File: src/rtl/core/bgd_pkg.sv
// Shared types, codes and reset values for the button gesture detector.
package bgd_pkg;

  localparam int TIME_WIDTH_DEF = 16;
  localparam int QDEPTH_DEF     = 4;

  localparam int STEP_W     = 10;
  localparam int THR_W      = 16;
  localparam int CLICK_W    = 4;
  localparam int CFG_IDX_W  = 3;
  localparam int CFG_DATA_W = 16;
  localparam int MAX_EV     = 3;

  typedef enum logic [2:0] {
    GST_SHORT      = 3'd0,
    GST_MULTI      = 3'd1,
    GST_LONG       = 3'd2,
    GST_SUPER      = 3'd3,
    GST_SHORT_LONG = 3'd4,
    GST_RELEASE    = 3'd5,
    GST_PRESS      = 3'd6
  } gesture_t;

  typedef enum logic [CFG_IDX_W-1:0] {
    CFG_ACTIVE_LOW = 3'd0,
    CFG_SCAN_STEP  = 3'd1,
    CFG_DEBOUNCE   = 3'd2,
    CFG_LONG       = 3'd3,
    CFG_SUPER_LONG = 3'd4,
    CFG_CLICK_GAP  = 3'd5
  } cfg_idx_t;

  localparam logic              ACTIVE_LOW_RST = 1'b1;
  localparam logic [STEP_W-1:0] SCAN_STEP_RST  = 10'd10;
  localparam logic [THR_W-1:0]  DEBOUNCE_RST   = 16'd20;
  localparam logic [THR_W-1:0]  LONG_RST       = 16'd1000;
  localparam logic [THR_W-1:0]  SUPER_LONG_RST = 16'd3000;
  localparam logic [THR_W-1:0]  CLICK_GAP_RST  = 16'd300;

  localparam logic [CLICK_W-1:0] CLICK_MAX = 4'd15;

  // events of one tick, in order; cnt is 1..3 when queued
  typedef struct packed {
    logic [1:0]           cnt;
    gesture_t [MAX_EV-1:0] ev;
  } bundle_t;

endpackage

File: src/rtl/core/bgd_front.sv
// Front end: configuration registers, tick timers and per-tick event classification.
module bgd_front
  import bgd_pkg::*;
#(
  parameter int TIME_WIDTH = TIME_WIDTH_DEF
) (
  input  logic                  clk,
  input  logic                  rst_n,
  input  logic                  cfg_we,
  input  logic [CFG_IDX_W-1:0]  cfg_index,
  input  logic [CFG_DATA_W-1:0] cfg_wdata,
  input  logic                  in_push,
  input  logic                  in_pin_level,
  output logic                  in_full,
  input  logic                  q_full,
  output logic                  q_push,
  output bundle_t               q_wdata
);

  localparam int CW = (TIME_WIDTH > THR_W) ? TIME_WIDTH : THR_W;
  localparam int SW = ((TIME_WIDTH > STEP_W) ? TIME_WIDTH : STEP_W) + 1;

  logic                  active_low_r;
  logic [STEP_W-1:0]     scan_step_r;
  logic [THR_W-1:0]      debounce_r, long_r, super_long_r, click_gap_r;

  logic [TIME_WIDTH-1:0] press_time_r, press_time_nxt;
  logic [TIME_WIDTH-1:0] gap_time_r, gap_time_nxt;
  logic [CLICK_W-1:0]    click_r, click_nxt, click_tmp;
  logic                  long_sent_r, long_sent_nxt;
  logic                  super_sent_r, super_sent_nxt;

  logic                  accept, pressed;
  logic [SW-1:0]         press_sum, gap_sum;
  logic [TIME_WIDTH-1:0] press_add, gap_add;
  logic [CW-1:0]         prev_c, add_c, gap_c, deb_c, long_c, super_c, gapthr_c, prev_full_c;
  logic [1:0]            n;
  gesture_t [MAX_EV-1:0] ev;

  assign in_full = q_full;
  assign accept  = in_push && !q_full;
  assign pressed = active_low_r ? !in_pin_level : in_pin_level;

  assign press_sum = SW'(press_time_r) + SW'(scan_step_r);
  assign gap_sum   = SW'(gap_time_r) + SW'(scan_step_r);
  // saturate at the top of the timer range
  assign press_add = (|press_sum[SW-1:TIME_WIDTH]) ? '1 : press_sum[TIME_WIDTH-1:0];
  assign gap_add   = (|gap_sum[SW-1:TIME_WIDTH]) ? '1 : gap_sum[TIME_WIDTH-1:0];

  assign prev_c      = CW'(press_time_r);
  assign prev_full_c = prev_c;
  assign add_c       = CW'(press_add);
  assign gap_c       = CW'(gap_add);
  assign deb_c       = CW'(debounce_r);
  assign long_c      = CW'(long_r);
  assign super_c     = CW'(super_long_r);
  assign gapthr_c    = CW'(click_gap_r);

  always_comb begin
    press_time_nxt = press_time_r;
    gap_time_nxt   = gap_time_r;
    click_nxt      = click_r;
    long_sent_nxt  = long_sent_r;
    super_sent_nxt = super_sent_r;
    click_tmp      = click_r;
    n              = 2'd0;
    ev             = {MAX_EV{GST_SHORT}};
    if (accept) begin
      if (pressed) begin
        press_time_nxt = press_add;
        gap_time_nxt   = '0;
        if (prev_c <= deb_c && add_c > deb_c) begin
          ev[n] = GST_PRESS;
          n     = n + 2'd1;
        end
        if (add_c >= long_c && !long_sent_r) begin
          ev[n]         = (click_r == 4'd1) ? GST_SHORT_LONG : GST_LONG;
          n             = n + 2'd1;
          long_sent_nxt = 1'b1;
          click_nxt     = '0;
        end
        if (add_c >= super_c && !super_sent_r) begin
          ev[n]          = GST_SUPER;
          n              = n + 2'd1;
          super_sent_nxt = 1'b1;
          click_nxt      = '0;
        end
      end else begin
        if (press_time_r != '0) begin
          if (prev_full_c > deb_c) begin
            if (!long_sent_r && click_tmp < CLICK_MAX)
              click_tmp = click_tmp + 4'd1;
            ev[n] = GST_RELEASE;
            n     = n + 2'd1;
          end
          press_time_nxt = '0;
          long_sent_nxt  = 1'b0;
          super_sent_nxt = 1'b0;
        end
        if (click_tmp != '0) begin
          gap_time_nxt = gap_add;
          if (gap_c > gapthr_c) begin
            ev[n]        = (click_tmp == 4'd1) ? GST_SHORT : GST_MULTI;
            n            = n + 2'd1;
            click_tmp    = '0;
            gap_time_nxt = '0;
          end
        end
        click_nxt = click_tmp;
      end
    end
  end

  assign q_push      = accept && (n != 2'd0);
  assign q_wdata.cnt = n;
  assign q_wdata.ev  = ev;

  always_ff @(posedge clk) begin
    if (!rst_n) begin
      active_low_r <= ACTIVE_LOW_RST;
      scan_step_r  <= SCAN_STEP_RST;
      debounce_r   <= DEBOUNCE_RST;
      long_r       <= LONG_RST;
      super_long_r <= SUPER_LONG_RST;
      click_gap_r  <= CLICK_GAP_RST;
      press_time_r <= '0;
      gap_time_r   <= '0;
      click_r      <= '0;
      long_sent_r  <= 1'b0;
      super_sent_r <= 1'b0;
    end else begin
      press_time_r <= press_time_nxt;
      gap_time_r   <= gap_time_nxt;
      click_r      <= click_nxt;
      long_sent_r  <= long_sent_nxt;
      super_sent_r <= super_sent_nxt;
      if (cfg_we) begin
        case (cfg_index)
          CFG_ACTIVE_LOW: active_low_r <= cfg_wdata[0];
          CFG_SCAN_STEP:  scan_step_r  <= cfg_wdata[STEP_W-1:0];
          CFG_DEBOUNCE:   debounce_r   <= cfg_wdata[THR_W-1:0];
          CFG_LONG:       long_r       <= cfg_wdata[THR_W-1:0];
          CFG_SUPER_LONG: super_long_r <= cfg_wdata[THR_W-1:0];
          CFG_CLICK_GAP:  click_gap_r  <= cfg_wdata[THR_W-1:0];
          default: ;
        endcase
      end
    end
  end

endmodule

File: src/rtl/core/bgd_queue.sv
// Short FIFO of per-tick event bundles between front and back end.
module bgd_queue
  import bgd_pkg::*;
#(
  parameter int DEPTH = QDEPTH_DEF
) (
  input  logic    clk,
  input  logic    rst_n,
  input  logic    push,
  input  bundle_t wdata,
  output logic    full,
  input  logic    pop,
  output bundle_t rdata,
  output logic    empty
);

  localparam int PW = (DEPTH > 1) ? $clog2(DEPTH) : 1;
  localparam int CNTW = $clog2(DEPTH + 1);
  localparam logic [PW-1:0]   LAST = PW'(DEPTH - 1);
  localparam logic [CNTW-1:0] FULLC = CNTW'(DEPTH);

  bundle_t         mem_r [DEPTH];
  logic [PW-1:0]   wr_ptr_r, rd_ptr_r;
  logic [CNTW-1:0] count_r;
  logic            do_push, do_pop;

  assign full    = (count_r == FULLC);
  assign empty   = (count_r == '0);
  assign do_push = push && !full;
  assign do_pop  = pop && !empty;
  assign rdata   = mem_r[rd_ptr_r];

  always_ff @(posedge clk) begin
    if (do_push)
      mem_r[wr_ptr_r] <= wdata;
  end

  always_ff @(posedge clk) begin
    if (!rst_n) begin
      wr_ptr_r <= '0;
      rd_ptr_r <= '0;
      count_r  <= '0;
    end else begin
      if (do_push)
        wr_ptr_r <= (wr_ptr_r == LAST) ? '0 : wr_ptr_r + PW'(1);
      if (do_pop)
        rd_ptr_r <= (rd_ptr_r == LAST) ? '0 : rd_ptr_r + PW'(1);
      if (do_push && !do_pop)
        count_r <= count_r + CNTW'(1);
      else if (do_pop && !do_push)
        count_r <= count_r - CNTW'(1);
    end
  end

endmodule

File: src/rtl/core/bgd_back.sv
// Back end: unpacks queued bundles into single events, one beat per cycle while the receiver pops.
module bgd_back
  import bgd_pkg::*;
(
  input  logic       clk,
  input  logic       rst_n,
  input  bundle_t    q_rdata,
  input  logic       q_empty,
  output logic       q_pop,
  output logic       out_empty,
  input  logic       out_pop,
  output logic [2:0] out_gesture,
  output logic       out_last_of_tick
);

  logic       out_valid_r;
  gesture_t   gesture_r;
  logic       last_r;
  logic [1:0] idx_r;
  logic       load, last_ev;

  // output register refills whenever it is free or being drained
  assign load    = !q_empty && (!out_valid_r || out_pop);
  assign last_ev = (idx_r == q_rdata.cnt - 2'd1);
  assign q_pop   = load && last_ev;

  assign out_empty        = !out_valid_r;
  assign out_gesture      = gesture_r;
  assign out_last_of_tick = last_r;

  always_ff @(posedge clk) begin
    if (!rst_n) begin
      out_valid_r <= 1'b0;
      idx_r       <= '0;
    end else begin
      if (load) begin
        out_valid_r <= 1'b1;
        idx_r       <= last_ev ? 2'd0 : idx_r + 2'd1;
      end else if (out_pop) begin
        out_valid_r <= 1'b0;
      end
    end
  end

  always_ff @(posedge clk) begin
    if (load) begin
      gesture_r <= q_rdata.ev[idx_r];
      last_r    <= last_ev;
    end
  end

endmodule

File: src/rtl/core/button_gesture_detector_top.sv
// Button gesture detector: scan ticks in, click / long-press / release events out.
//
// Input channel: one beat per scan tick carrying the raw pin level (in_push,
// in_full). Result channel: one beat per event (out_empty, out_pop), each with
// its gesture code and a flag on the last event of its tick; ticks that cause
// no event give no beat. Configuration: cfg_we/cfg_index/cfg_wdata write a
// register at the clock edge; the user must write it only while the block is
// idle, and the block itself does not enforce this. The first event of a tick
// reaches the outputs through the bundle FIFO and then the output register. A
// tick is accepted every cycle while the bundle FIFO has room; the output side
// drains one event per cycle while the receiver pops, so the sustained tick
// rate is set by the event unpacker.
// Reset: thresholds return to their defaults, timers, click count and sent
// flags clear, FIFO and output register empty.
// When the receiver stalls, the output register holds its event, the FIFO
// fills with pending ticks, and in_full rises once it has QUEUE_DEPTH entries.
module button_gesture_detector_top
  import bgd_pkg::*;
#(
  parameter int TIME_WIDTH  = TIME_WIDTH_DEF,
  parameter int QUEUE_DEPTH = QDEPTH_DEF
) (
  input  logic                  clk,
  input  logic                  rst_n,
  input  logic                  cfg_we,
  input  logic [CFG_IDX_W-1:0]  cfg_index,
  input  logic [CFG_DATA_W-1:0] cfg_wdata,
  input  logic                  in_push,
  input  logic                  in_pin_level,
  output logic                  in_full,
  output logic                  out_empty,
  input  logic                  out_pop,
  output logic [2:0]            out_gesture,
  output logic                  out_last_of_tick
);

  logic    q_push, q_full, q_pop, q_empty;
  bundle_t q_wdata, q_rdata;

  bgd_front #(.TIME_WIDTH(TIME_WIDTH)) u_front (
    .clk          (clk),
    .rst_n        (rst_n),
    .cfg_we       (cfg_we),
    .cfg_index    (cfg_index),
    .cfg_wdata    (cfg_wdata),
    .in_push      (in_push),
    .in_pin_level (in_pin_level),
    .in_full      (in_full),
    .q_full       (q_full),
    .q_push       (q_push),
    .q_wdata      (q_wdata)
  );

  bgd_queue #(.DEPTH(QUEUE_DEPTH)) u_queue (
    .clk   (clk),
    .rst_n (rst_n),
    .push  (q_push),
    .wdata (q_wdata),
    .full  (q_full),
    .pop   (q_pop),
    .rdata (q_rdata),
    .empty (q_empty)
  );

  bgd_back u_back (
    .clk              (clk),
    .rst_n            (rst_n),
    .q_rdata          (q_rdata),
    .q_empty          (q_empty),
    .q_pop            (q_pop),
    .out_empty        (out_empty),
    .out_pop          (out_pop),
    .out_gesture      (out_gesture),
    .out_last_of_tick (out_last_of_tick)
  );

endmodule
File: config.mk
export PLATFORM = sky130hd
export DESIGN_NAME = button_gesture_detector_top
export DESIGN_NICKNAME = d
export VERILOG_FILES = /design/src/rtl/core/bgd_pkg.sv /design/src/rtl/core/bgd_front.sv /design/src/rtl/core/bgd_queue.sv /design/src/rtl/core/bgd_back.sv /design/src/rtl/core/button_gesture_detector_top.sv
export SDC_FILE = /design/constraint.sdc
export NUM_CORES = 1
export LEC_CHECK = 0
export BUFFER_PORTS_ARGS = -buffer_cell sky130_fd_sc_hd__buf_2
export CORE_UTILIZATION = 66
export CTS_CLUSTER_SIZE = 30
export DETAILED_ROUTE_END_ITERATION = 12
export PLACE_DENSITY = 0.83
export SKIP_CTS_REPAIR_TIMING = 1
export SYNTH_ARGS = -nofsm -noshare
export SYNTH_HDL_FRONTEND = slang
export SYNTH_HIERARCHICAL = 1
export SYNTH_SLANG_ARGS = --single-unit
File: constraint.sdc
create_clock -name clk -period 13.7 [get_ports clk]
set_clock_uncertainty 0.15 [all_clocks]
set_input_delay 0.685 -clock clk [delete_from_list [all_inputs] [get_ports clk]]
set_output_delay 0.685 -clock clk [all_outputs]
set_load 0.005 [all_outputs]
Word-level counts from Yosys, hierarchy flattened

Memory sizes are Yosys's and may differ from the RTL's. A register that Yosys moved wholly into a read port is not among the register bits.
Cells that the tools add are included.
Widths: inputs -> output; s select.

Bits in registers: 127
Input port bits: 25
Logic and storage cells: 182
Memories kept: 1
Memory bits (writable): 44

Muxes and demuxes: 76
Bitwise operators: 3
Add/subtract/negate cells: 12
Eq/ne operators: 14
$lt $le $gt $ge: 14
Reduce and logical (&&, ||, !) cells: 44

Memory list:

| name          | words | bits a word | read ports | clocked after Yosys merged registers in | wr ports | RTL line        | RTL |
|---|---|---|---|---|---|---|---|
| u_queue.mem_r | 4     | 11          | 1          | 1                                       | 1        | bgd_queue.sv:22 | `bundle_t mem_r [DEPTH];` |

Operators with widths:

| cell                | number |
|---|---|
| $mux 16             | 7 |
| $mux 9              | 8 |
| $gt 16x16->1        | 3 |
| $mux 3              | 14 |
| $mux 4              | 10 |
| $mux 2              | 18 |
| $add 16x10->17      | 2 |
| $ge 16x16->1        | 2 |
| $bwmux 9            | 2 |
| $demux 3 s2         | 3 |
| $reduce_and 2->1    | 9 |
| $le 16x16->1        | 1 |
| $reduce_bool 16->1  | 1 |
| $logic_and 1x1->1   | 15 |
| $mux 1              | 13 |
| $add 2x1->2 const B | 6 |
| $lt 2x3->1 const B  | 4 |
| $reduce_bool 2->1   | 5 |
| $eq 3x3->1 const B  | 3 |
| $eq 4x1->1 const B  | 2 |
| $logic_not 1->1     | 8 |
| $bmux 3 s2          | 1 |
| $eq 3x2->1 const B  | 2 |
| $ge 2x1->1 const B  | 3 |
| other kinds (17)    | 21 |

Logic depth before layout (Yosys ltp)

Depth after elaboration: 22
Gate-level depth with buffers: 31

Modules after synthesis

The synthesis kept the hierarchy.

By module, submodules not included:

| module    | area an instance (µm²) | times used | cells each |
|---|---|---|---|
| bgd_front | 7991.4                 | 1          | 1019 |
| bgd_queue | 2060.7                 | 1          | 108 |
| bgd_back  | 419.2                  | 1          | 39 |

Worst setup path before layout

OpenSTA, ideal clock, no wires.

Path type: reg2reg
From: register u_front.scan_step_r[0]
To: register u_queue.count_r[2]
Slack: 7.481 ns
Stages on the path, launching flop included: 28
Data required time: 13.474 ns
Path buffers: 2
Arrival time: 5.994 ns
Path through: dfxtp_1 > ha_1 > fa_1 > a211oi_1 > o21ai_0 > a31oi_1 > nand2b_1 > clkbuf_1 > nand2_1 > mux2_2 > ha_1 > nand4_1 > nor2_1 > nand2_1 > o311ai_1 > inv_1 > ha_1 > xor2_1 > o21ai_0 > o22ai_1 > nor2b_1 > buf_2 > ha_1 > inv_1 > fa_1 > xor2_1 > or3_1 > a21boi_0

Word-level cells in the longest chain between the ends: 21

Ends and longest elaborated chain:

| element                            | RTL line                          | RTL |
|---|---|---|
| start: declaration                 | bgd_front.sv:24                   | `logic [STEP_W-1:0] scan_step_r;` |
| start signal: assignment           | bgd_front.sv:140                  | `CFG_SCAN_STEP: scan_step_r <= cfg_wdata[STEP_W-1:0];` |
| $add 16x10->17                     | bgd_front.sv:44                   | `assign press_sum = SW'(press_time_r) + SW'(scan_step_r);` |
| $mux 16                            | bgd_front.sv:47                   | `assign press_add = (\|press_sum[SW-1:TIME_WIDTH]) ? '1 : press_sum[TIME_WIDTH-1:0];` |
| $gt 16x16->1                       | bgd_front.sv:72                   | `if (prev_c <= deb_c && add_c > deb_c) begin` |
| $logic_and 1x1->1                  | bgd_front.sv:72                   |  |
| $mux 1                             | bgd_front.sv:72                   |  |
| $mux 2                             | bgd_front.sv:69                   | `if (pressed) begin` |
| $mux 2                             | bgd_front.sv:68                   | `if (accept) begin` |
| $add 2x1->2                        | bgd_front.sv:78                   | `n = n + 2'd1;` |
| [... 7 more ...]                   | -                                 |  |
| $reduce_bool 2->1 (*)              | bgd_front.sv:114                  | `assign q_push = accept && (n != 2'd0);` |
| $logic_and 1x1->1 (*)              | bgd_front.sv:114                  |  |
| named net q_push                   | button_gesture_detector_top.sv:37 | `logic q_push, q_full, q_pop, q_empty;` |
| $logic_and 1x1->1 (*)              | bgd_queue.sv:29                   | `assign do_push = push && !full;` |
| named net u_queue.do_push          | bgd_queue.sv:25                   | `logic do_push, do_pop;` |
| $logic_not 1->1                    | bgd_queue.sv:50                   | `else if (do_pop && !do_push)` |
| $logic_and 1x1->1                  | bgd_queue.sv:50                   |  |
| $reduce_bool 2->1 (no source line) | -                                 |  |
| end signal: assignment             | bgd_queue.sv:49                   | `count_r <= count_r + CNTW'(1);` |
| end signal: assignment             | bgd_queue.sv:51                   | `count_r <= count_r - CNTW'(1);` |
| end: declaration                   | bgd_queue.sv:24                   | `logic [CNTW-1:0] count_r;` |

The timed path passes the listed nets; every way through them passes the cells marked *. The select of a mux whose other input is x is not followed.
A chain may end at the register's enable or synchronous reset.

Worst setup path in the final report

From: register u_front.press_time_r[0]
To: register u_queue.count_r[2]

Word-level cells in the longest chain between the ends: 21

Ends and longest elaborated chain:

| element                            | RTL line                          | RTL |
|---|---|---|
| start: declaration                 | bgd_front.sv:27                   | `logic [TIME_WIDTH-1:0] press_time_r, press_time_nxt;` |
| start signal: assignment           | bgd_front.sv:132                  | `press_time_r <= press_time_nxt;` |
| $add 16x10->17                     | bgd_front.sv:44                   |  |
| $mux 16                            | bgd_front.sv:47                   |  |
| $gt 16x16->1                       | bgd_front.sv:72                   |  |
| $logic_and 1x1->1                  | bgd_front.sv:72                   |  |
| $mux 1                             | bgd_front.sv:72                   |  |
| $mux 2                             | bgd_front.sv:69                   |  |
| $mux 2                             | bgd_front.sv:68                   |  |
| $add 2x1->2                        | bgd_front.sv:78                   |  |
| [... 6 more ...]                   | -                                 |  |
| $mux 2 (*)                         | bgd_front.sv:68                   |  |
| $reduce_bool 2->1 (*)              | bgd_front.sv:114                  |  |
| $logic_and 1x1->1 (*)              | bgd_front.sv:114                  |  |
| named net q_push                   | button_gesture_detector_top.sv:37 |  |
| $logic_and 1x1->1 (*)              | bgd_queue.sv:29                   |  |
| $logic_not 1->1                    | bgd_queue.sv:50                   |  |
| $logic_and 1x1->1                  | bgd_queue.sv:50                   |  |
| $reduce_bool 2->1 (no source line) | -                                 |  |

Marked as above.

==> flow_summary.toml <==
[timing]
relSlewSlack = 0.246
hold_viol = 0
setup_viol = 0
fmax_mhz = 137
fin_crit_ns = 7.31
slew_viol_final = 0
finalCritPeriodShare = 0.534
setup_ws_ns = 6.39
rsz0062_at_grt = "no"
tightestPinTransition_ns = 1.10
tns_ns = 0

[worst_setup_path]
cp-start-kind = "flip-flop"
crit_type = "reg2reg"
startpoint = "u_front/press_time_r[0]"
worst_setup_path_end_kind = "flip-flop"
worst-r2r-cell-count = 23
regToRegEndpoint = "u_queue/count_r[2]"
rr_startpoint = "u_front/press_time_r[0]"
crit_fanout = 13
cp.required_ns = 13.92
arrival_ns = 7.53
rrSetupSlack_ns = 6.39

[floorplan]
rows = 45
ioPinCount = 31
initial_core_util = 0.681
die_y_um = 128
die_x_um = 128
core_area_sq_um = 15400
dieArea_sq_um = 16400

[routing]
drtAntennaViolNets = 0
wl_um = 25700
dr.pass1.iters = 6
drc = 0
vias = 8595
viasPerCell = 6.17
wire_per_inst_um = 18.4
drtIter0Drc = 818

[cts]
tritoncts = "built"
clk_path_buf_depth = 2
cts_buffers = 17
cts.sinks = 173
cts_root_buffer = "clkbuf_16"
clkTransAtPathRegs_ns = 0.07
cts_max_level = 4
clk_latency_ns = 0.44

[yosys]
synthCells = 1166
synth.distinct_cells = 82
async_reset_ff_frac = 0
synth-edff-count = 48
synthTopCellsByArea = "dfxtp_1, edfxtp_1, ha_1"
yosys_warnings = 6
yosysTopAreaCell = "dfxtp_1"
synth-main-ff-cell = "dfxtp_1"
syn_nets = 1304
synth_seq_cells = 173
avgSynthCellArea_sq_um = 8.98
ys_seq_area_frac = 0.377
netlist_area_sq_um = 10500
synth_top_area_frac = 0.239

[global_routing]
grt_pass1_vias = 8096
met3_usage = 0.0551
grt_use_total = 0.331
grt_util_met1 = 0.438
grt_busiest_layer = "met2"
use_met2 = 0.535
grt_overflow = 0
grt_pass1_wl_um = 41600
grt_max_degree = 74
antenna_found_initial = 0

[finish]
area_growth_pct = 7.86
multiInputGateArea_sq_um = 5960
layout_commonest_cell = "nand2_1"
n_fill_cell = 1141
post-route-util = 0.735
mostFrequentLayoutCells = "nand2_1, dfxtp_1, ha_1"
drive_above_1_share = 0.0939
antenna_cells = 0
seqCellArea_sq_um = 3940
finalNetCount = 1307

[hold_path]
hold_end = "u_front/click_gap_r[7]"
hold_path.class = "reg2reg"
hold_start = "u_front/click_gap_r[7]"
whs_path_depth = 2

[placed_design]
routabilityCongestion = 1.01
pre_cts_slack_ns = 6.48
place_hpwl_um = 18400
io_buffer_count = 30

[power_and_ir_drop]
peakVddDrop_mv = 0.121
p_leak_nw = 4.58
pwr-share-clk = 0.383
power_frac_comb = 0.172
p_sw_mw = 0.378
switching_share = 0.289
totalPowerFinal_mw = 1.31
intPower_mw = 0.933
seqPwrFrac = 0.444
power_density_nw_per_um2 = 116

[status]
outcome = "finished clean"

[job]
cap_violations = 0
Yosys cell counts (all sizes together), types with 4 or more instances:
master,count
mux2,5
nor2,48
a21oi,44
nand2,212
mux4,11
a21o,8
nand3,32
xor2,13
dfxtp,125
a32o,8
and4,4
buf,13
a41oi,5
ha,110
a22oi,12
inv,87
o21ai,42
o211ai,25
o31ai,7
a21boi,57
o21a,14
a211oi,9
nand4,17
or3,6
or2,5
mux2i,10
and2,16
and3,13
nand2b,15
nor4,9
clkbuf,38
xnor2,8
nor2b,23
a31oi,7
edfxtp,48
nor3,15
cells by family after synthesis:
kind of cell	synth area share
AOI/OAI and AO/OA	0.183
xor gates and xnor gates	0.0183
adders and majority gates	0.137
buffers and inverters	0.0541
DFF	0.377
muxes	0.0390
other	0.000358
and+or+nand+nor	0.192
critical path, stage by stage, from the launching register on:
cell      delay [ns]
dfxtp_1         0.34
ha_1            0.22
fa_1            0.43
a211oi_1        0.31
o21ai_0         0.21
a31oi_1         0.46
nand2b_1        0.50
o21ai_0         0.36
ha_1            0.37
and4_1          0.24
nand2_1         0.09
o311ai_1        0.82
inv_1           0.17
ha_1            0.39
xor2_1          0.15
o21ai_0         0.11
o22ai_1         0.18
nor2b_1         0.44
ha_1            0.27
inv_1           0.06
fa_1            0.37
xor2_1          0.15
or3_1           0.29
a21boi_0        0.15
area by class of cell:
cell class / count / share of cell area
Inverter: 87 / 0.0289
Sequential cell: 173 / 0.349
Timing Repair Buffer: 35 / 0.0168
Tap cell: 211 / 0.0234
Multi-Input combinational cell: 855 / 0.528
Clock inverter: 13 / 0.0135
Clock buffer: 19 / 0.0402
flip-flops by register name, indices dropped and copies added (netlist names), 2 cells and up, named ones only:
signal                cells
u_back/idx_r              2
u_front/click_r           4
u_front/deb_c            16
u_queue/wr_ptr_r          2
u_front/long_c           16
u_front/press_time_r     16
u_queue/mem_r            44
u_front/gap_time_r       16
u_front/click_gap_r      16
u_queue/count_r           3
u_queue/rd_ptr_r          2
u_front/scan_step_r      10
u_back/out_gesture        3
u_front/super_c          16
worst max path at each step:
stage                               endpoint  slack, ns  cells past startpoint
after floorplan           u_queue/count_r[2]       7.48                     27
after global placement    u_queue/count_r[2]       6.66                     23
after detailed placement  u_queue/count_r[2]       6.48                     23
after CTS                 u_queue/count_r[2]       6.45                     24
after global routing      u_queue/count_r[2]       5.74                     24
final                     u_queue/count_r[2]       6.39                     23
through the flow:
step / instances / hold WS, ns / instance area, sq um
after floorplan: 1166 / 0.291 / 10500
after global placement: 1361 / 0.301 / 10700
after detailed placement: 1361 / 0.307 / 10700
after CTS: 1393 / 0.317 / 11300
after global routing: 1393 / 0.333 / 11300
final: 1393 / 0.315 / 11300
per-layer routing:
| metal | up-vias | part of all wire |
|---|---|---|
| li1 | 4170 | - |
| met1 | 4058 | 0.43 |
| met2 | 317 | 0.47 |
| met3 | 50 | 0.063 |
| met4 | 0 | 0.029 |
| met5 | - | 0 |
power by group through the flow:
stage	sequential [mW]	combinational, mW	clock (mW)
6_report	0.583	0.226	0.503
5_1_grt	0.586	0.249	0.524
4_1_cts	0.583	0.223	0.506
3_5_place_dp	0.594	0.220	0
3_3_place_gp	0.592	0.214	0
2_1_floorplan	0.584	0.169	0
(Power assumes the default switching activity.)
